==> src/sv/scfp_pkg.sv <==
package scfp_pkg;

  localparam int MAX_PAYLOAD_DEF = 32;

  localparam int BYTE_W  = 8;
  localparam int FLEN_W  = 6;
  localparam int FIDX_W  = 5;

  localparam logic [BYTE_W-1:0] HDR_START = 8'h24;
  localparam logic [BYTE_W-1:0] HDR_M     = 8'h4D;
  localparam logic [BYTE_W-1:0] HDR_DIR   = 8'h3C;

  typedef enum logic [2:0] {
    ST_HUNT,
    ST_M,
    ST_DIR,
    ST_LEN,
    ST_CMD,
    ST_DATA,
    ST_LOAD,
    ST_SHOW
  } state_t;

  typedef struct packed {
    logic hold_len;
    logic hold_cmd;
    logic store_byte;
    logic end_frame;
    logic load_empty;
    logic load_out;
    logic advance;
  } ctl_cmd_t;

  typedef struct packed {
    logic is_start;
    logic is_m;
    logic is_dir;
    logic too_big;
    logic count_done;
    logic xor_match;
    logic len_zero;
    logic rd_last;
  } dp_status_t;

endpackage

==> src/sv/scfp_ctrl.sv <==
module scfp_ctrl (
  input  logic                 clk,
  input  logic                 rst_n,
  input  logic                 in_valid,
  input  logic                 out_stall,
  input  scfp_pkg::dp_status_t sts,
  output scfp_pkg::ctl_cmd_t   cmd,
  output logic                 in_stall,
  output logic                 out_valid
);

  scfp_pkg::state_t state_r;
  scfp_pkg::state_t state_nxt;
  logic             acc;

  assign in_stall  = (state_r == scfp_pkg::ST_LOAD) || (state_r == scfp_pkg::ST_SHOW);
  assign out_valid = (state_r == scfp_pkg::ST_SHOW);
  assign acc       = in_valid && !in_stall;

  always_ff @(posedge clk) begin
    if (!rst_n) begin
      state_r <= scfp_pkg::ST_HUNT;
    end else begin
      state_r <= state_nxt;
    end
  end

  always_comb begin
    state_nxt = state_r;
    case (state_r)
      scfp_pkg::ST_HUNT: begin
        if (acc) begin
          state_nxt = sts.is_start ? scfp_pkg::ST_M : scfp_pkg::ST_HUNT;
        end
      end
      scfp_pkg::ST_M: begin
        if (acc) begin
          state_nxt = sts.is_m ? scfp_pkg::ST_DIR : scfp_pkg::ST_HUNT;
        end
      end
      scfp_pkg::ST_DIR: begin
        if (acc) begin
          state_nxt = sts.is_dir ? scfp_pkg::ST_LEN : scfp_pkg::ST_HUNT;
        end
      end
      scfp_pkg::ST_LEN: begin
        if (acc) begin
          state_nxt = sts.too_big ? scfp_pkg::ST_HUNT : scfp_pkg::ST_CMD;
        end
      end
      scfp_pkg::ST_CMD: begin
        if (acc) begin
          state_nxt = scfp_pkg::ST_DATA;
        end
      end
      scfp_pkg::ST_DATA: begin
        if (acc && sts.count_done) begin
          if (!sts.xor_match) begin
            state_nxt = scfp_pkg::ST_HUNT;
          end else if (sts.len_zero) begin
            state_nxt = scfp_pkg::ST_SHOW;
          end else begin
            state_nxt = scfp_pkg::ST_LOAD;
          end
        end
      end
      scfp_pkg::ST_LOAD: begin
        state_nxt = scfp_pkg::ST_SHOW;
      end
      scfp_pkg::ST_SHOW: begin
        if (!out_stall) begin
          state_nxt = sts.rd_last ? scfp_pkg::ST_HUNT : scfp_pkg::ST_LOAD;
        end
      end
      default: begin
        state_nxt = scfp_pkg::ST_HUNT;
      end
    endcase
  end

  always_comb begin
    cmd            = '0;
    cmd.hold_len   = (state_r == scfp_pkg::ST_LEN) && acc && !sts.too_big;
    cmd.hold_cmd   = (state_r == scfp_pkg::ST_CMD) && acc;
    cmd.store_byte = (state_r == scfp_pkg::ST_DATA) && acc && !sts.count_done;
    cmd.end_frame  = (state_r == scfp_pkg::ST_DATA) && acc && sts.count_done;
    cmd.load_empty = cmd.end_frame && sts.xor_match && sts.len_zero;
    cmd.load_out   = (state_r == scfp_pkg::ST_LOAD);
    cmd.advance    = (state_r == scfp_pkg::ST_SHOW) && !out_stall;
  end

endmodule

==> src/sv/scfp_dp.sv <==
module scfp_dp #(
  parameter int MAX_PAYLOAD = scfp_pkg::MAX_PAYLOAD_DEF
) (
  input  logic                          clk,
  input  logic                          rst_n,
  input  logic [scfp_pkg::BYTE_W-1:0]   in_rx_byte,
  input  scfp_pkg::ctl_cmd_t            cmd,
  output scfp_pkg::dp_status_t          sts,
  output logic [scfp_pkg::BYTE_W-1:0]   out_frame_cmd,
  output logic [scfp_pkg::FLEN_W-1:0]   out_frame_len,
  output logic [scfp_pkg::BYTE_W-1:0]   out_payload_byte,
  output logic [scfp_pkg::FIDX_W-1:0]   out_byte_index,
  output logic                          out_has_data,
  output logic                          out_last
);

  localparam int CNT_W = $clog2(MAX_PAYLOAD + 1);
  localparam int IDX_W = (MAX_PAYLOAD > 1) ? $clog2(MAX_PAYLOAD) : 1;

  logic [scfp_pkg::BYTE_W-1:0] mem [MAX_PAYLOAD];

  logic [CNT_W-1:0]            held_len_r;
  logic [scfp_pkg::BYTE_W-1:0] held_cmd_r;
  logic [CNT_W-1:0]            count_r;
  logic [scfp_pkg::BYTE_W-1:0] xor_r;
  logic [CNT_W-1:0]            rd_idx_r;
  logic [CNT_W-1:0]            rd_idx_inc;

  logic [scfp_pkg::BYTE_W-1:0] out_payload_r;
  logic [scfp_pkg::FIDX_W-1:0] out_index_r;
  logic                        out_has_r;
  logic                        out_last_r;

  assign rd_idx_inc = CNT_W'(rd_idx_r + 1'b1);

  always_ff @(posedge clk) begin
    if (!rst_n) begin
      held_len_r <= '0;
      held_cmd_r <= '0;
      count_r    <= '0;
      xor_r      <= '0;
      rd_idx_r   <= '0;
    end else begin
      if (cmd.hold_len) begin
        held_len_r <= CNT_W'(in_rx_byte);
      end
      if (cmd.hold_cmd) begin
        held_cmd_r <= in_rx_byte;
      end
      if (cmd.hold_len || cmd.hold_cmd || cmd.store_byte) begin
        xor_r <= xor_r ^ in_rx_byte;
      end else if (cmd.end_frame) begin
        xor_r <= '0;
      end
      if (cmd.store_byte) begin
        count_r <= CNT_W'(count_r + 1'b1);
      end else if (cmd.end_frame) begin
        count_r <= '0;
      end
      if (cmd.end_frame) begin
        rd_idx_r <= '0;
      end else if (cmd.advance) begin
        rd_idx_r <= rd_idx_inc;
      end
    end
  end

  always_ff @(posedge clk) begin
    if (cmd.store_byte) begin
      mem[count_r[IDX_W-1:0]] <= in_rx_byte;
    end
  end

  always_ff @(posedge clk) begin
    if (cmd.load_out) begin
      out_payload_r <= mem[rd_idx_r[IDX_W-1:0]];
      out_index_r   <= scfp_pkg::FIDX_W'(rd_idx_r);
      out_has_r     <= 1'b1;
      out_last_r    <= (rd_idx_inc == held_len_r);
    end else if (cmd.load_empty) begin
      out_payload_r <= '0;
      out_index_r   <= '0;
      out_has_r     <= 1'b0;
      out_last_r    <= 1'b1;
    end
  end

  always_comb begin
    sts            = '0;
    sts.is_start   = (in_rx_byte == scfp_pkg::HDR_START);
    sts.is_m       = (in_rx_byte == scfp_pkg::HDR_M);
    sts.is_dir     = (in_rx_byte == scfp_pkg::HDR_DIR);
    sts.too_big    = (in_rx_byte > scfp_pkg::BYTE_W'(MAX_PAYLOAD));
    sts.count_done = (count_r == held_len_r);
    sts.xor_match  = (xor_r == in_rx_byte);
    sts.len_zero   = (held_len_r == '0);
    sts.rd_last    = out_last_r;
  end

  assign out_frame_cmd    = held_cmd_r;
  assign out_frame_len    = scfp_pkg::FLEN_W'(held_len_r);
  assign out_payload_byte = out_payload_r;
  assign out_byte_index   = out_index_r;
  assign out_has_data     = out_has_r;
  assign out_last         = out_last_r;

endmodule

==> src/sv/serial_command_frame_parser_core.sv <==
// Parses '$' 'M' '<' length command payload checksum frames, one received
// byte per input beat. While a frame is coming in, input never stalls.
// When the checksum byte matches, input stalls and the stored payload is
// replayed as one result beat per payload byte, each passing through a
// payload buffer read, then the held output beat, which waits out any
// output stall; a zero-length frame gives one result beat in the cycle
// after its checksum. Frames with a bad header byte, a length above
// MAX_PAYLOAD or a checksum mismatch produce no output.
module serial_command_frame_parser_core #(
  parameter int MAX_PAYLOAD = scfp_pkg::MAX_PAYLOAD_DEF
) (
  input  logic                          clk,
  input  logic                          rst_n,
  input  logic                          in_valid,
  output logic                          in_stall,
  input  logic [scfp_pkg::BYTE_W-1:0]   in_rx_byte,
  output logic                          out_valid,
  input  logic                          out_stall,
  output logic [scfp_pkg::BYTE_W-1:0]   out_frame_cmd,
  output logic [scfp_pkg::FLEN_W-1:0]   out_frame_len,
  output logic [scfp_pkg::BYTE_W-1:0]   out_payload_byte,
  output logic [scfp_pkg::FIDX_W-1:0]   out_byte_index,
  output logic                          out_has_data,
  output logic                          out_last
);

  scfp_pkg::ctl_cmd_t   cmd;
  scfp_pkg::dp_status_t sts;

  scfp_ctrl u_ctrl (
    .clk       (clk),
    .rst_n     (rst_n),
    .in_valid  (in_valid),
    .out_stall (out_stall),
    .sts       (sts),
    .cmd       (cmd),
    .in_stall  (in_stall),
    .out_valid (out_valid)
  );

  scfp_dp #(
    .MAX_PAYLOAD (MAX_PAYLOAD)
  ) u_dp (
    .clk              (clk),
    .rst_n            (rst_n),
    .in_rx_byte       (in_rx_byte),
    .cmd              (cmd),
    .sts              (sts),
    .out_frame_cmd    (out_frame_cmd),
    .out_frame_len    (out_frame_len),
    .out_payload_byte (out_payload_byte),
    .out_byte_index   (out_byte_index),
    .out_has_data     (out_has_data),
    .out_last         (out_last)
  );

endmodule

==> config.mk <==
export PLATFORM = sky130hd
export DESIGN_NAME = serial_command_frame_parser_core
export DESIGN_NICKNAME = d
export VERILOG_FILES = /design/src/sv/scfp_pkg.sv /design/src/sv/scfp_ctrl.sv /design/src/sv/scfp_dp.sv /design/src/sv/serial_command_frame_parser_core.sv
export SDC_FILE = /design/constraint.sdc
export NUM_CORES = 1
export LEC_CHECK = 0
export BUFFER_PORTS_ARGS = -buffer_cell sky130_fd_sc_hd__buf_2
export CAP_MARGIN = 10
export CORE_ASPECT_RATIO = 1.2
export CORE_MARGIN = 2
export CORE_UTILIZATION = 60
export CTS_CLUSTER_SIZE = 12
export DETAILED_ROUTE_END_ITERATION = 6
export GPL_TIMING_DRIVEN = 0
export PLACE_DENSITY_LB_ADDON = 0.1
export SLEW_MARGIN = 0
export SYNTH_ARGS = -nofsm -noshare
export SYNTH_HDL_FRONTEND = slang
export SYNTH_SLANG_ARGS = --single-unit
==> constraint.sdc <==
create_clock -name clk -period 3.2 [get_ports clk]
set_clock_uncertainty 0.15 [all_clocks]
set_input_delay 0.16 -clock clk [delete_from_list [all_inputs] [get_ports clk]]
set_output_delay 0.16 -clock clk [all_outputs]
set_load 0.005 [all_outputs]
# [Yosys cells after proc, flatten, opt, wreduce, memory -nomap -nowiden]
# Memory sizes are Yosys's and may differ from the RTL's. A register that Yosys moved wholly into a read port is not among the register bits.
# Cells that the tools add are included.
[word_totals] mem_count=1 word_cells=90 mem_bits_rw=256 output_inout_bits=31 regBits=52
[memory_table] name="u_dp.mem" depth=32 word_bits=8 read_ports=1 rd_clocked_by_memory_dff=1 write_ports=1 line="scfp_dp.sv:20" source="logic [scfp_pkg::BYTE_W-1:0] mem [MAX_PAYLOAD];"
[classes] n_reduce_logical=25 n_lt_le_gt_ge=1 eq_ne=20 addsub=2 bitwise=2 muxes=29
[ops] operator="$mux W8" count=4
[ops] operator="$mux W3" count=10
[ops] operator="$pmux W3 S8" count=1
[ops] operator="$mux W5" count=4
[ops] operator="$eq A8 B6 Y1 const B" count=2
[ops] operator="$add A6 B1 Y6 const B" count=2
[ops] operator="$eq A3 B3 Y1 const B" count=4
[ops] operator="$eq A6 B6 Y1" count=2
[ops] operator="$mux W6" count=2
[ops] operator="$ne A2 B1 Y1 const B" count=6
[ops] operator="$logic_and A1 B1 Y1" count=11
[ops] operator="$eq A8 B7 Y1 const B" count=1
[ops] operator="$eq A8 B8 Y1" count=1
[ops] operator="$gt A8 B6 Y1 const B" count=1
[ops] operator="$xor A8 B8 Y8" count=1
[ops] operator="$reduce_and A7 Y1" count=1
[ops] operator="$eq A3 B2 Y1 const B" count=2
[ops] operator="$logic_not A6 Y1" count=1
[ops] operator="$mux W1" count=6
[ops] operator="$reduce_bool A2 Y1" count=3
[ops] operator="$logic_not A1 Y1" count=4
[ops] operator="$mux W2" count=2
[ops] operator="$eq A3 B1 Y1 const B" count=1
[ops] operator="$logic_not A3 Y1" count=1
[ops] operator="4 further kinds" count=6

# [Depth between registers and ports, before layout]
# Gate-level depths: netlist of run 1.
[depth] depth_word=10 ltp_mapped=8 depth_no_buf=5

# [Cells and area by module]
# A second synthesis of run 1 with hierarchy kept.
[unflattened] cells_unflattened=755 area_unflattened_um2=12771.0
[modules_own_cells] module="scfp_dp" area_per_inst_um2=12433.2 seq_area_each_um2=8908.5 cells_each=708 n_inst=1
[modules_own_cells] module="scfp_ctrl" area_per_inst_um2=337.8 seq_area_each_um2=60.1 cells_each=47 n_inst=1

# [Worst setup path before layout of run 1]
# Ideal clock, no wire load.
[synth_timing] path_type="register to register" startpoint="reg u_dp.held_len_r[3] (netlist: u_dp.out_frame_len[3])" endpoint="reg u_dp.out_index_r, in the netlist u_dp.out_byte_index[0] (enable)" setup_slack_ns=0.588 path_buffers=0 arrival_time_ns=2.057 stages_incl_launch_ff=6 synth_period_minus_slack_ns=2.612 required_ns=2.646 setup_ns=0.404 cell_sequence="dfxtp_1 > xor2_1 > nor4_1 > nand2_1 > or4_1 > o21ai_0"
[synth_between] elab_chain_len=5 word_cells_on_any_way=6 cone_classes="1 x eq/ne; 5 x reduce/logical"
[synth_rtl] item="start: declaration" line="scfp_dp.sv:22" source="logic [CNT_W-1:0] held_len_r;"
[synth_rtl] item="start signal: assignment" line="scfp_dp.sv:45" source="held_len_r <= CNT_W'(in_rx_byte);"
[synth_rtl] item="$eq A6 B6 Y1" line="scfp_dp.sv:94" source="sts.count_done = (count_r == held_len_r);"
[synth_rtl] item="$logic_and A1 B1 Y1" line="scfp_ctrl.sv:86" source="cmd.end_frame = (state_r == scfp_pkg::ST_DATA) && acc && sts.count_done;"
[synth_rtl] item="$logic_and A1 B1 Y1" line="scfp_ctrl.sv:87" source="cmd.load_empty = cmd.end_frame && sts.xor_match && sts.len_zero;"
[synth_rtl] item="$logic_and A1 B1 Y1 *" line="scfp_ctrl.sv:87"
[synth_rtl] item="$reduce_bool A2 Y1 (no line) *"
[synth_rtl] item="end signal: assignment" line="scfp_dp.sv:77" source="out_index_r <= scfp_pkg::FIDX_W'(rd_idx_r);"
[synth_rtl] item="end: declaration" line="scfp_dp.sv:30" source="logic [scfp_pkg::FIDX_W-1:0] out_index_r;"
# Mark *: on every way between the ends. The rest lies on a longest branch, timed or not.
# A chain may end at the register's enable or synchronous reset.

# [Worst setup path after layout of run 1]
[layout_timing] startpoint="reg u_ctrl.state_r[1]" endpoint="mem u_dp.mem[11][3] (netlist bit) (enable)"
[layout_between] elab_chain_len=8 word_cells_on_any_way=10 cone_classes="3 x eq/ne; 2 x mux; 5 x reduce/logical"
[layout_rtl] item="start: declaration" line="scfp_ctrl.sv:12" source="scfp_pkg::state_t state_r;"
[layout_rtl] item="start signal: assignment" line="scfp_ctrl.sv:22" source="state_r <= scfp_pkg::ST_HUNT;"
[layout_rtl] item="start signal: assignment" line="scfp_ctrl.sv:24" source="state_r <= state_nxt;"
[layout_rtl] item="$eq A3 B3 Y1" line="scfp_ctrl.sv:16" source="assign in_stall = (state_r == scfp_pkg::ST_LOAD) || (state_r == scfp_pkg::ST_SHOW);"
[layout_rtl] item="$logic_or A1 B1 Y1" line="scfp_ctrl.sv:16"
[layout_rtl] item="$logic_not A1 Y1" line="scfp_ctrl.sv:18" source="assign acc = in_valid && !in_stall;"
[layout_rtl] item="$logic_and A1 B1 Y1" line="scfp_ctrl.sv:18"
[layout_rtl] item="$logic_and A1 B1 Y1 * (2 in a row)" line="scfp_ctrl.sv:85" source="cmd.store_byte = (state_r == scfp_pkg::ST_DATA) && acc && !sts.count_done;"
[layout_rtl] item="$mux W1 *" line="scfp_dp.sv:69" source="if (cmd.store_byte) begin"
[layout_rtl] item="$mux W1 (implied by the code) *" line="scfp_dp.sv:70" source="mem[count_r[IDX_W-1:0]] <= in_rx_byte;"
[layout_rtl] item="end: declaration" line="scfp_dp.sv:20"
# Marks and branches as above.

==> results list, run 1 <==
- Initial antenna violation count: 0
- Finish-stage setup viols: 0
- Number of synthesis warnings: 0
- Library cells used by synthesis: 51
- Clock transition at the registers of the reported paths: 0.06 ns
- Arrival @ worst endpoint: 3.05 ns
- At the end of routability-driven placement, the weighted congestion stood at 0.840.
* Layout cell share with drive strength beyond 1: 22.0%
- Worst min path class: primary input to register
- Post-CTS setup repair buffer count: 0
- Across every metal layer, demand over resource in global routing totals 24.9%.
* Worst slack, placed: 0.0522 ns
- In the synthesized netlist, the cells that appear most often are edfxtp_1 (270), mux4_2 (72), nor2_1 (63).
- In this run the most critical hold path is launched from in_valid.
* Largest net degree at the start of global routing: 40
- Sinks on the clock net: 313
* Area of the mapped netlist: 0.0125 sq mm
- The number of pins exceeding their max-slew limit in the final report was 0.
- Count of H-tree levels built during CTS: 1
- Total inserted antenna cells: 0
- Slew at the pin closest to its max-slew limit: 0.855 ns
- Detailed-router iteration count before antenna repair: 5
* Mean instance size in the synthesized netlist: 17.5 sq um
- The most used flip-flop cell after synthesis is edfxtp_1.
- Run status: complete, no violations
- Number of nets in the layout: 809
* Post-synthesis register bit count: 313
* Most frequently used cell type in the post-synthesis netlist: edfxtp_1
- Area share of the largest cell type after synthesis: 64.6%
- Dividing the detail-routed via count by the number of cells gives 6.25.
* Bufs on Longest Clock Path: 3
* I/O pin count: 43
- With fillers left out, the area of the finished cells amounts to 0.0140 sq mm.
* Setup Total Neg Slack: 0 ns
* Antenna Violating Nets Remaining: 0
* Worst-case reg-to-reg path depth: 5
- Highest fanout seen on the critical path: 10
- Final count of hold timing violations: 0
- Worst flop-to-flop path startpoint: u_ctrl.state_r[1]$_SDFFE_PN0P_
* Met3 track utilization from global routing: 3.11%
- Cells after Synth: 716
* Area overhead of the layout relative to synthesis: 11.5%
- Die Y: 162 um
* Wire length of the first global-routing pass: 40300 um
- The synthesized design contains 270 enable-type register cells.
- The clock reaches the later pin of the worst-skew pair after 0.54 ns.
- LEAKAGE: 4.52 nW
- Max Clk Rate: 0.329 GHz
* Period minus WS final: 3.04 ns
- Final period utilization: 94.9%
- The endpoint identified for the worst register-to-register timing path is u_dp.mem[11][3]$_DFFE_PP_.
- Worst Path Required: 3.21 ns
- GR Layer Usage met1: 33.3%
* Detailed placer's ending HPWL: 17100 um
- Worst Hold Slack: 0.0255 ns
- For flop-to-flop paths, the worst setup slack is 0.16 ns.
* Total of fill cells in the finished design: 1411
- Once the floorplan was initialized, standard cells occupied 61.5% of the core.
* Die ar.: 0.0221 sq mm
- Max-cap violations in this run came to 0.
- The final layout contains routed wiring with a total length of 26600 um.
- Peak supply drop: 0.492 mV
* Clock root cell: clkbuf_16
- Unrepaired setup endpoints after global routing: true
- Post-route DRC: 0
- After synthesis, the share of flip-flops with an asynchronous set or reset is 0%.
- Count of input and output buffers: 42
* Total placed instance area: 0.0131 sq mm
- Core Footprint: 0.0204 sq mm
- Cell types occupying the most area after synthesis: edfxtp_1 (65%), mux4_2 (13%), dfxtp_1 (6.9%), nor2_1 (1.9%), xor2_1 (1.7%)
- Dividing the detail-routed wire length by the instance count gives 24.8 um.
- Met2 GRT Util: 43.4%
* Final Worst Setup Slack: 0.163 ns
* Headroom to the max-slew limit: 43.0%
- In this run the horizontal extent of the chip is 136 um.
- Number of buffers added by the clock tree synthesis step: 30
- Class of the most critical setup path: register to register
* Top Usage Layer GRT: met2
- Power Dens Cells: 552 mW/mm^2
- The number of nets handed over by synthesis was 733.
- For hold timing, the worst endpoint is u_dp.xor_r[1]$_SDFFE_PN0P_.
* Detailed-route via count: 6711
- STA classifies the critical path startpoint as a register.
- In this run, the number of DRC markers left after iteration 0 of detailed routing was 576.
- Remaining Overflow, GRT: 0
- The floorplan has 57 rows.
- The via count of the first global-routing pass is 7004.
- Sequential elements use 71.5% of the synthesized area.
* Library cell occupying the most area in the post-synthesis netlist: edfxtp_1
- TritonCTS built the clock tree.
* Number of cells on the worst hold path: 4
* Sort of element at the end of the critical path: register
critical path: stages, from the launching register on:
cell and delay [ns]:
dfxtp_1 0.35, clkbuf_1 0.21, nand4b_1 0.33, a21oi_1 0.42, nand2_1 0.44, nor2_1 0.75
power by group:
part	total [W]	leakage (nW)	switching, W	internal (W)
sequential	0.00444	2.76	0.00000681	0.00443
combinational	0.000145	1.35	0.000113	0.0000323
clock	0.00313	0.413	0.00135	0.00178
logic make-up (layout without fill, tap and decap cells):
kind of cell | Yosys count | in the layout | synth area share, %
compound gates | 61 | 61 | 3.36
xor+xnor | 31 | 31 | 2.16
fa+ha+maj | 5 | 5 | 0.499
buf+inv | 56 | 148 | 1.94
flops | 313 | 313 | 71.5
mux | 88 | 88 | 14.2
simple gates | 162 | 162 | 6.33
cell type report:
class,count,area (sq um),area share (%)
Buffer,36,168,1.20
Timing Repair Buffer,44,231,1.66
Clock buffer,46,843,6.03
Clock inverter,2,7.51,0.0537
Tap cell,265,332,2.37
Inverter,20,75.1,0.537
Multi-Input combinational cell,347,3350,24.0
Sequential cell,313,8970,64.2
state kept, by name, summed over array words and instances, names as in the netlist, named ones only:
signal and count:
u_dp.mem 256, u_dp.out_frame_cmd 8, u_dp.out_payload_byte 8, u_dp.xor_r 8, u_dp.count_r 6, u_dp.out_frame_len 6, u_dp.rd_idx_r 6, u_dp.out_byte_index 5
u_ctrl.state_r 3, u_dp.out_has_data 1, u_dp.out_last 1
how the worst max path moves through the flow:
stage	startpoint	end	slack [ns]
6_report	u_ctrl.state_r[1]$_SDFFE_PN0P_	u_dp.mem[11][3]$_DFFE_PP_	0.16
5_1_grt	u_ctrl.state_r[1]$_SDFFE_PN0P_	u_dp.mem[23][7]$_DFFE_PP_	-0.06
3_3_place_gp	in_rx_byte[4]	u_dp.out_payload_byte[6]$_SDFFCE_PN0P_	-0.22
3_5_place_dp	in_rx_byte[4]	u_dp.out_payload_byte[2]$_SDFFCE_PN0P_	0.05
2_1_floorplan	u_dp.out_frame_len[3]$_SDFFE_PN0P_	u_dp.out_byte_index[0]$_SDFFCE_PN0P_	0.59
4_1_cts	u_ctrl.state_r[1]$_SDFFE_PN0P_	u_dp.mem[11][3]$_DFFE_PP_	0.15
through the flow:
stage / utilization, % / power, W / cells
2_1_floorplan: - / 0.00458 / 716
3_3_place_gp: 64.1 / 0.00466 / 1023
3_5_place_dp: 64.2 / 0.00467 / 1024
4_1_cts: 68.4 / 0.00776 / 1073
5_1_grt: 68.5 / 0.00793 / 1073
6_report: 68.5 / 0.00771 / 1073
routing by layer:
metal  vias up  wire (um)
li1       2980          -
met4         0        683
met5         -          0
met2       225      14000
met1      3453      10700
met3        53       1300
cells in the final DEF (no fill, tap or decap), drive strengths merged, types with 5 or more instances in the layout:
master and count:
edfxtp 270, mux4 72, nor2 63, clkbuf 63, buf 62, dfxtp 43
nand2 35, xor2 25, a21oi 21, inv 19, mux2i 16, nand3 12
or4 8, o221ai 8, a221oi 8, o31ai 7, nor4 7, o21ai 7
xnor2 6, nand3b 5, nand2b 5, nand4 5, and2 5, ha 5
timing repair:
action / CTS / global route
endpoints found under the hold margin: 10 / 0
gates resized for setup: 0 / 9
hold buffers: 1 / 0
endpoints found under the setup margin: 0 / 159
No activity file was read; power rests on OpenSTA's default activity.
==> inputs of run 2 (changes only) <==
--- a/config.mk
+++ b/config.mk
@@ -5,6 +5,7 @@
 export SDC_FILE = /design/constraint.sdc
 export NUM_CORES = 1
 export LEC_CHECK = 0
+export ABC_AREA = 1
 export BUFFER_PORTS_ARGS = -buffer_cell sky130_fd_sc_hd__buf_2
 export CAP_MARGIN = 10
 export CORE_ASPECT_RATIO = 1.2
==> run 2 against run 1 <==
Compared with the run above: power increased by 1.1%; via count grew 42%; combinational power down 12%; sequential share of layout area fell by 3.0 points; core utilization is 0.76 points lower; sequential cell count did not move; synthesized area is 5.3% higher; final area grew 4.9%; routed wire length rose by 30%; clock-buffer cell count decreased by 1; critical path type unchanged; largest cell class unchanged.
==> results list, run 2 <==
- Run status: complete, no violations
- Antenna Violating Nets Remaining: 0
- Slowest CP cell: nor2_1
* Post-synthesis async set-or-reset flop share: 0%
- Of the total power, the share spent switching nets is 20.0%.
- The pre-antenna-repair detailed-routing pass consisted of 6 iterations.
- Most frequent cells in the layout: nand2_1 (308), edfxtp_1 (270), nor2_1 (147), nand3_1 (126), o21ai_0 (71)
* Placed Cells: 1557
* Fraction of the yosys area taken by sequential cells: 67.9%
- Clock Power Share: 41.6%
- Slew Limit Fails: 0
* Power share of the combinational group: 1.6%
- Summed over all cells, the static leakage comes to 5.40 nW.
- The total overflow left after global routing is 0.
* Area share of the largest cell type after synthesis: 61.4%
* Area overhead of the layout relative to synthesis: 11.0%
- The worst path uses 86.1% of the clock period.
- During I/O placement, the number of pins put on the boundary was 43.
- The detailed router put a total of 13400 um of wire on met1.
- Among cell families on the critical path, the largest total delay comes from simple AND/OR/NAND/NOR gates.
- Setup repair after global routing left no endpoint under its margin.
* Count of H-tree levels built during CTS: 1
- After synthesis, the most frequently instantiated cells are nand2_1 (308), edfxtp_1 (270), nor2_1 (147).
- The first global-routing pass estimated 52500 um of wire.
- Global routing used 29.9% of the available tracks.
- Measured on the finished design, the core utilization comes to 67.8%.
- After floorplanning, the core was divided into 59 placement rows.
* Fraction of power consumed by sequential logic: 56.7%
* Total placed instance area: 0.0138 sq mm
- Setup slack on the critical path of the routed design comes to 0.445 ns.
* Detailed placer's ending HPWL: 22900 um
- Max Clk Rate: 0.363 GHz
- Arrival @ worst endpoint: 2.79 ns
* Crit start category: register
- Detailed routing placed a total of 17400 um of wire on met2.
* Worst min path class: primary input to register
- Number of buffers added by the clock tree synthesis step: 31
- Entering global routing, the biggest net connects 38 pins.
- Number of enable flip-flop cells after synthesis: 270
- Number of vias per cell after detailed routing: 5.93
- At the worst endpoint, the required time is 3.24 ns.
- Routability-driven placement congestion ratio: 0.958
- Clock-pin slew was measured on the worst setup and hold paths at 0.06 ns.
* Non-Filler Instances: 1610
* Largest register FFs: 256
- Effective utilization at floorplan: 61.1%
- For this run, the leading register cell type out of synthesis is edfxtp_1.
- Setup violations remaining at the end of the flow were counted as 0.
- Subtracting the final worst setup slack from the clock period gives 2.76 ns.
- Sinks on the clock net: 313
- Once layout is done, the placed cells without fillers occupy 0.0147 sq mm.
- The final hold violation count was 0.
* Total of fill cells in the finished design: 1726
* Total wire length: 34700 um
- Top routing layer in use: met4
- Bufs on Longest Clock Path: 3
* Core Footprint: 0.0216 sq mm
- The worst-case IR drop observed on VDD is 0.527 mV.
- In this run the power density over the cells is 532 mW/mm^2.
- Initial antenna violation count: 0
- Starting DRC count in detailed routing: 981
* Net switching power: 0.00156 W
* Library cell occupying the most area in the post-synthesis netlist: edfxtp_1
- CTS placed an instance of clkbuf_16 at the clock tree root.
- Synthesis produced 1242 cells.
* Number of synthesis warnings: 0
* Mean routed wirelength per cell: 21.5 um
- Of all nets on the critical path, the largest fanout is 8.
- After synthesis, the netlist uses 31 different library cells.
* Area of the mapped netlist: 0.0132 sq mm
- Detailed-route via count: 9546
- Largest stage delay on the critical path: 0.79 ns
* Post-synthesis register bit count: 313
* Class of the most critical setup path: register to register
- By instance count, the cell type seen most on the critical path is nand2_1.
- The via count of the first global-routing pass is 9267.
* Most common cell after layout, fill and taps aside: nand2_1
* Mean instance size in the synthesized netlist: 10.6 sq um
* Post-synthesis net count: 1259
* Post-route DRC: 0
- The post-route netlist has 10.6% of its cells at a drive strength greater than 1.
- Detailed routing placed a total of 2530 um of wire on met3.
- Count of maximum capacitance violations: 0
- Total inserted antenna cells: 0
- STA classifies the critical path endpoint as a register.
- Slew at the pin closest to its max-slew limit: 0.920 ns
- Cell internal power was estimated by the tool at 0.00624 W.
- Die Wd: 139 um
- Number of nets in the layout: 1336
- In this run the tool buffered the top-level ports with 41 buffer cells.
* Cell types occupying the most area after synthesis: edfxtp_1 (61%), nand2_1 (8.8%), dfxtp_1 (6.5%), nand3_1 (4.8%), nor2_1 (4.2%)
- In the final timing run, aggregate negative setup slack is 0 ns.
* Die ar.: 0.0232 sq mm
- From bottom edge to top edge, the die measures 167 um.
* Critical-path cell list: buf_4, inv_2, nand2_1, nand2_1, nor2_4, nand3_1, nand2_2, inv_1, nand2_1, nor2_1
- Headroom to the max-slew limit: 38.7%
- Clock latency on the worst-skew pair, taken at its later pin, is 0.56 ns.
- Clock tree from TritonCTS: built
- Most frequently used cell type in the post-synthesis netlist: nand2_1
- Worst slack, placed: 0.458 ns
- The critical path contains buffers and inverters numbering 3 combined.
run 2: cell count changes after synthesis, sizes merged, moves of 9 or more:
cell   before  now
a21oi      21   59
buf        19   39
inv        19   62
mux2i      16    0
mux4       72    0
nand2      35  312
nand3      12  126
nand4       5   18
nor2       63  154
nor3        1   10
o21ai       7   81
o22ai       1   16
xor2       25    7
run 2: metal layers:
layer / GRT usage (%) / vias up
met4: 11.9 / 0
met1: 39.8 / 4582
met3: 3.36 / 78
met5: 0 / -
met2: 51.0 / 433
li1: - / 4453
run 2: layout make-up:
type / count / area, sq um / area share (%)
tap: 274 / 343 / 2.34
multi-input combinational: 803 / 3690 / 25.2
timing repair buffer: 44 / 235 / 1.60
inverter: 62 / 233 / 1.59
clock buffer: 45 / 838 / 5.72
sequential: 313 / 8970 / 61.2
buffer: 64 / 317 / 2.16
clock inverter: 5 / 31.3 / 0.213
run 2: worst paths after layout:
path | start | end | slack, ns | cells past startpoint
setup reg to reg | u_dp.count_r[3]$_SDFFE_PN0P_ | u_dp.mem[14][7]$_DFFE_PP_ | 0.44 | 10
hold reg to reg | u_dp.out_has_data$_SDFFE_PP1P_ | u_dp.out_has_data$_SDFFE_PP1P_ | 0.30 | 2
hold / removal | in_rx_byte[4] | u_dp.mem[4][4]$_DFFE_PP_ | 0.08 | 1
setup / recovery | u_dp.count_r[3]$_SDFFE_PN0P_ | u_dp.mem[14][7]$_DFFE_PP_ | 0.44 | 10
run 2: worst reg2reg max path, stage by stage, from the launching register on:
cell and delay (ns):
dfxtp_1 0.30, buf_4 0.15, inv_2 0.11, nand2_1 0.07, nand2_1 0.11, nor2_4 0.05
nand3_1 0.10, nand2_2 0.08, inv_1 0.12, nand2_1 0.34, nor2_1 0.79
run 2: kinds of logic after synthesis:
| family | after synthesis | share of synthesized area [%] |
|---|---|---|
| flops | 313 | 67.9 |
| buf+inv | 126 | 4.16 |
| fa+ha+maj | 5 | 0.474 |
| simple gates | 620 | 20.0 |
| compound gates | 168 | 6.86 |
| xor+xnor | 10 | 0.663 |
run 2: metrics by stage:
stage / hold slack [ns] / total power (W)
global placement: 0.290 / 0.00463
finish: 0.0789 / 0.00780
CTS: 0.0848 / 0.00780
global route: 0.0906 / 0.00799
floorplan: 0.109 / 0.00455
detailed placement: 0.294 / 0.00463
run 2: timing repair:
action,in CTS,in global routing
resized for setup,0,0
setup buffers,0,0
hold endpoints to repair,23,0
hold buffers,3,0
run 2: power by group through the flow:
| stage | Combinational (W) | Sequential, W | Clock [W] |
|---|---|---|---|
| CTS | 0.000127 | 0.00442 | 0.00325 |
| floorplan | 0.0000363 | 0.00451 | 0 |
| finish | 0.000128 | 0.00442 | 0.00325 |
| detailed placement | 0.000124 | 0.00451 | 0 |
| global placement | 0.000121 | 0.00451 | 0 |
| global route | 0.000138 | 0.00442 | 0.00343 |
==> inputs of run 3 (changes only) <==
--- a/config.mk
+++ b/config.mk
@@ -6,11 +6,14 @@
 export NUM_CORES = 1
 export LEC_CHECK = 0
 export ABC_AREA = 1
+export ABC_CLOCK_PERIOD_IN_PS = 3200
 export BUFFER_PORTS_ARGS = -buffer_cell sky130_fd_sc_hd__buf_2
 export CAP_MARGIN = 10
+export CELL_PAD_IN_SITES_DETAIL_PLACEMENT = 1
+export CELL_PAD_IN_SITES_GLOBAL_PLACEMENT = 1
 export CORE_ASPECT_RATIO = 1.2
 export CORE_MARGIN = 2
-export CORE_UTILIZATION = 60
+export CORE_UTILIZATION = 50
 export CTS_CLUSTER_SIZE = 12
 export DETAILED_ROUTE_END_ITERATION = 6
 export GPL_TIMING_DRIVEN = 0
==> run 3 against run 2 <==
Compared with the run above: sequential share of layout area decreased by 0.94 points; sequential cell count stayed put; critical endpoint is now u_dp.mem[21][6]$_DFFE_PP_; register-to-register slack got worse by 0.08 ns.
==> results list, run 3 (synthesized netlist as in run 2, its figures left out) <==
- The run finished with clean final reports.
- The largest individual stage delay along the critical path comes from the cell nor2_1.
* Bufs on Longest Clock Path: 3
- Across every metal layer, demand over resource in global routing totals 28.9%.
- Summed over all nets, the switching power comes to 0.00165 W.
- For this run, the post-layout net count is 1339.
- In the finished design, the share of the clock period the worst path needs comes to 88.5%.
* Wire length of the first global-routing pass: 60400 um
- Counting tap cells, the placed design contains a total of 1618 instances.
- Crit start category: register
- The final hold violation count was 0.
- Number of buffers added by the clock tree synthesis step: 34
- The floorplan step defined a die boundary enclosing 0.0277 sq mm.
* Clock tree from TritonCTS: built
- Number of vias per cell after detailed routing: 5.82
- Switching power as a share of total power: 20.0%
- The number of buffers and inverters on the critical path is 1.
- Setup repair after global routing left no endpoint under its margin.
* LEAKAGE: 5.47 nW
* Class of the most critical setup path: register to register
- Mean routed wirelength per cell: 23.7 um
- Derived from the worst setup path, the maximum achievable clock frequency is 0.353 GHz.
- The congestion estimate from routability-driven global placement came to 0.908.
* I/O pin count: 43
- The number of antenna violations at the first check in global routing is 0.
- Int Power: 0.00658 W
- The layout has 2812 filler cells.
- Headroom to the max-slew limit: 38.6%
* Detailed-route via count: 9785
- Detailed placer's ending HPWL: 26500 um
- In this design, the critical path's most frequently occurring cell is nor2_1.
- Summing all multi-input logic gate instances after layout gives 0.00369 sq mm.
- Post-route DRC: 0
* Total wire length: 39800 um
* Finish-stage setup viols: 0
* Slew at the pin closest to its max-slew limit: 0.922 ns
- Count of hold-fix buffers inserted at cts: 3
* Count of maximum capacitance violations: 0
* Total inserted antenna cells: 0
- Data on the critical path is required at its endpoint by 3.18 ns.
- The number of pins exceeding their max-slew limit in the final report was 0.
- CTS-repair resized insts: 0
* Count of H-tree levels built during CTS: 2
* Starting DRC count in detailed routing: 646
* Fraction of power consumed by sequential logic: 53.7%
- Largest register FFs: 256
- The count of nets left with antenna violations once routing finished came out at 0.
* Post-CTS setup repair buffer count: 0
- Largest net degree at the start of global routing: 38
- For this design the ratio of total power to cell area is 553 mW/mm^2.
- The worst setup path is captured at a register.
- The min-delay analysis places its worst path in the category primary input to register.
* Period minus WS final: 2.83 ns
- The share of total power dissipated in the clock network is 44.6%.
- The initial utilization of the core area, before any placement, comes to 50.6%.
- Critical path's top delay family: simple AND/OR/NAND/NOR gates
- Remaining Overflow, GRT: 0
- Worst skew pair latency: 0.51 ns
- The total area inside the core boundary comes to 0.0261 sq mm.
- VDD sags by at most 0.508 mV.
- Area overhead of the layout relative to synthesis: 12.7%
- The via count of the first global-routing pass is 10400.
- Layout cell share with drive strength beyond 1: 10.9%
* Die Wd: 152 um
- Measured along the y axis, the die boundary spans 182 um.
* Area used by sequential logic in the layout: 0.00897 sq mm
- Most frequent cells in the layout: nand2_1 (308), edfxtp_1 (270), nor2_1 (147), nand3_1 (126), o21ai_0 (71)
* Most common cell after layout, fill and taps aside: nand2_1
- Sinks on the clock net: 313
* Setup Total Neg Slack: 0 ns
- Excluding fillers, the count of instances in the completed layout stands at 1680.
* Arrival @ worst endpoint: 2.81 ns
- Power share of the combinational group: 1.6%
- Site row count: 65
- Along the worst path, the maximum fanout reaches 8.
* Detailed-router iteration count before antenna repair: 5
- Clock root cell: clkbuf_16
- Largest stage delay on the critical path: 0.81 ns
- After clock tree synthesis, the clock-pin slew on the worst setup and hold paths is 0.06 ns.
- Critical-path cell list: nor2_1, nor2_1, nor2_4, nand3_1, nand2_2, inv_1, nand2_1, nor2_1
- Buffers placed on the I/O ports in this run total 41.
==> run 3: power by group through the flow <==
stage | logic, W | registers (W) | clock network [W]
after floorplan | 0.0000363 | 0.00451 | 0
after global routing | 0.000144 | 0.00442 | 0.00386
after CTS | 0.000133 | 0.00442 | 0.00370
after detailed placement | 0.000129 | 0.00451 | 0
after global placement | 0.000125 | 0.00451 | 0
final | 0.000133 | 0.00442 | 0.00368
==> run 3: area by class of cell <==
cell class              count  area share (%)
inverters                  62            1.56
repair buffers             44            1.58
flip-flops and latches    313            60.3
well taps                 335            2.82
multi-input cells         803            24.8
clock buffers              50            6.40
clock inverters             9           0.462
plain buffers              64            2.13
==> run 3: worst paths after layout <==
check,slack (ns),cells past startpoint,end,start
max,0.37,8,u_dp.mem[21][6]$_DFFE_PP_,u_dp.out_frame_len[5]$_SDFFE_PN0P_
min,0.16,1,u_dp.mem[12][0]$_DFFE_PP_,in_rx_byte[0]
max reg2reg,0.37,8,u_dp.mem[21][6]$_DFFE_PP_,u_dp.out_frame_len[5]$_SDFFE_PN0P_
min reg2reg,0.31,2,u_dp.out_has_data$_SDFFE_PP1P_,u_dp.out_has_data$_SDFFE_PP1P_
==> run 3: metal layers <==
metal | share of wire [%] | wire length [um] | track usage [%] | vias up
met3 | 5.6 | 2210 | 3.80 | 96
met5 | 0 | 0 | 0 | -
met2 | 51 | 20400 | 51.2 | 329
met4 | 3.8 | 1520 | 12.1 | 0
li1 | - | - | - | 4457
met1 | 39 | 15600 | 35.8 | 4903
==> run 3: worst reg2reg max path: cells and delay by family, from the launching register on <==
| kind | cells | cell delay [ns] |
|---|---|---|
| simple gates | 7 | 1.69 |
| buf+inv | 1 | 0.13 |
| flops | 1 | 0.48 |
==> run 3: stage by stage <==
step	util [%]	power (W)	hold WS, ns	setup slack, ns	instance area [sq um]
CTS	57.0	0.00826	0.163	0.384	14900
finish	57.0	0.00823	0.161	0.368	14900
global route	57.0	0.00843	0.170	0.252	14900
detailed placement	53.0	0.00464	0.300	0.365	13800
floorplan	-	0.00455	0.109	1.11	13200
global placement	53.0	0.00463	0.281	0.482	13800
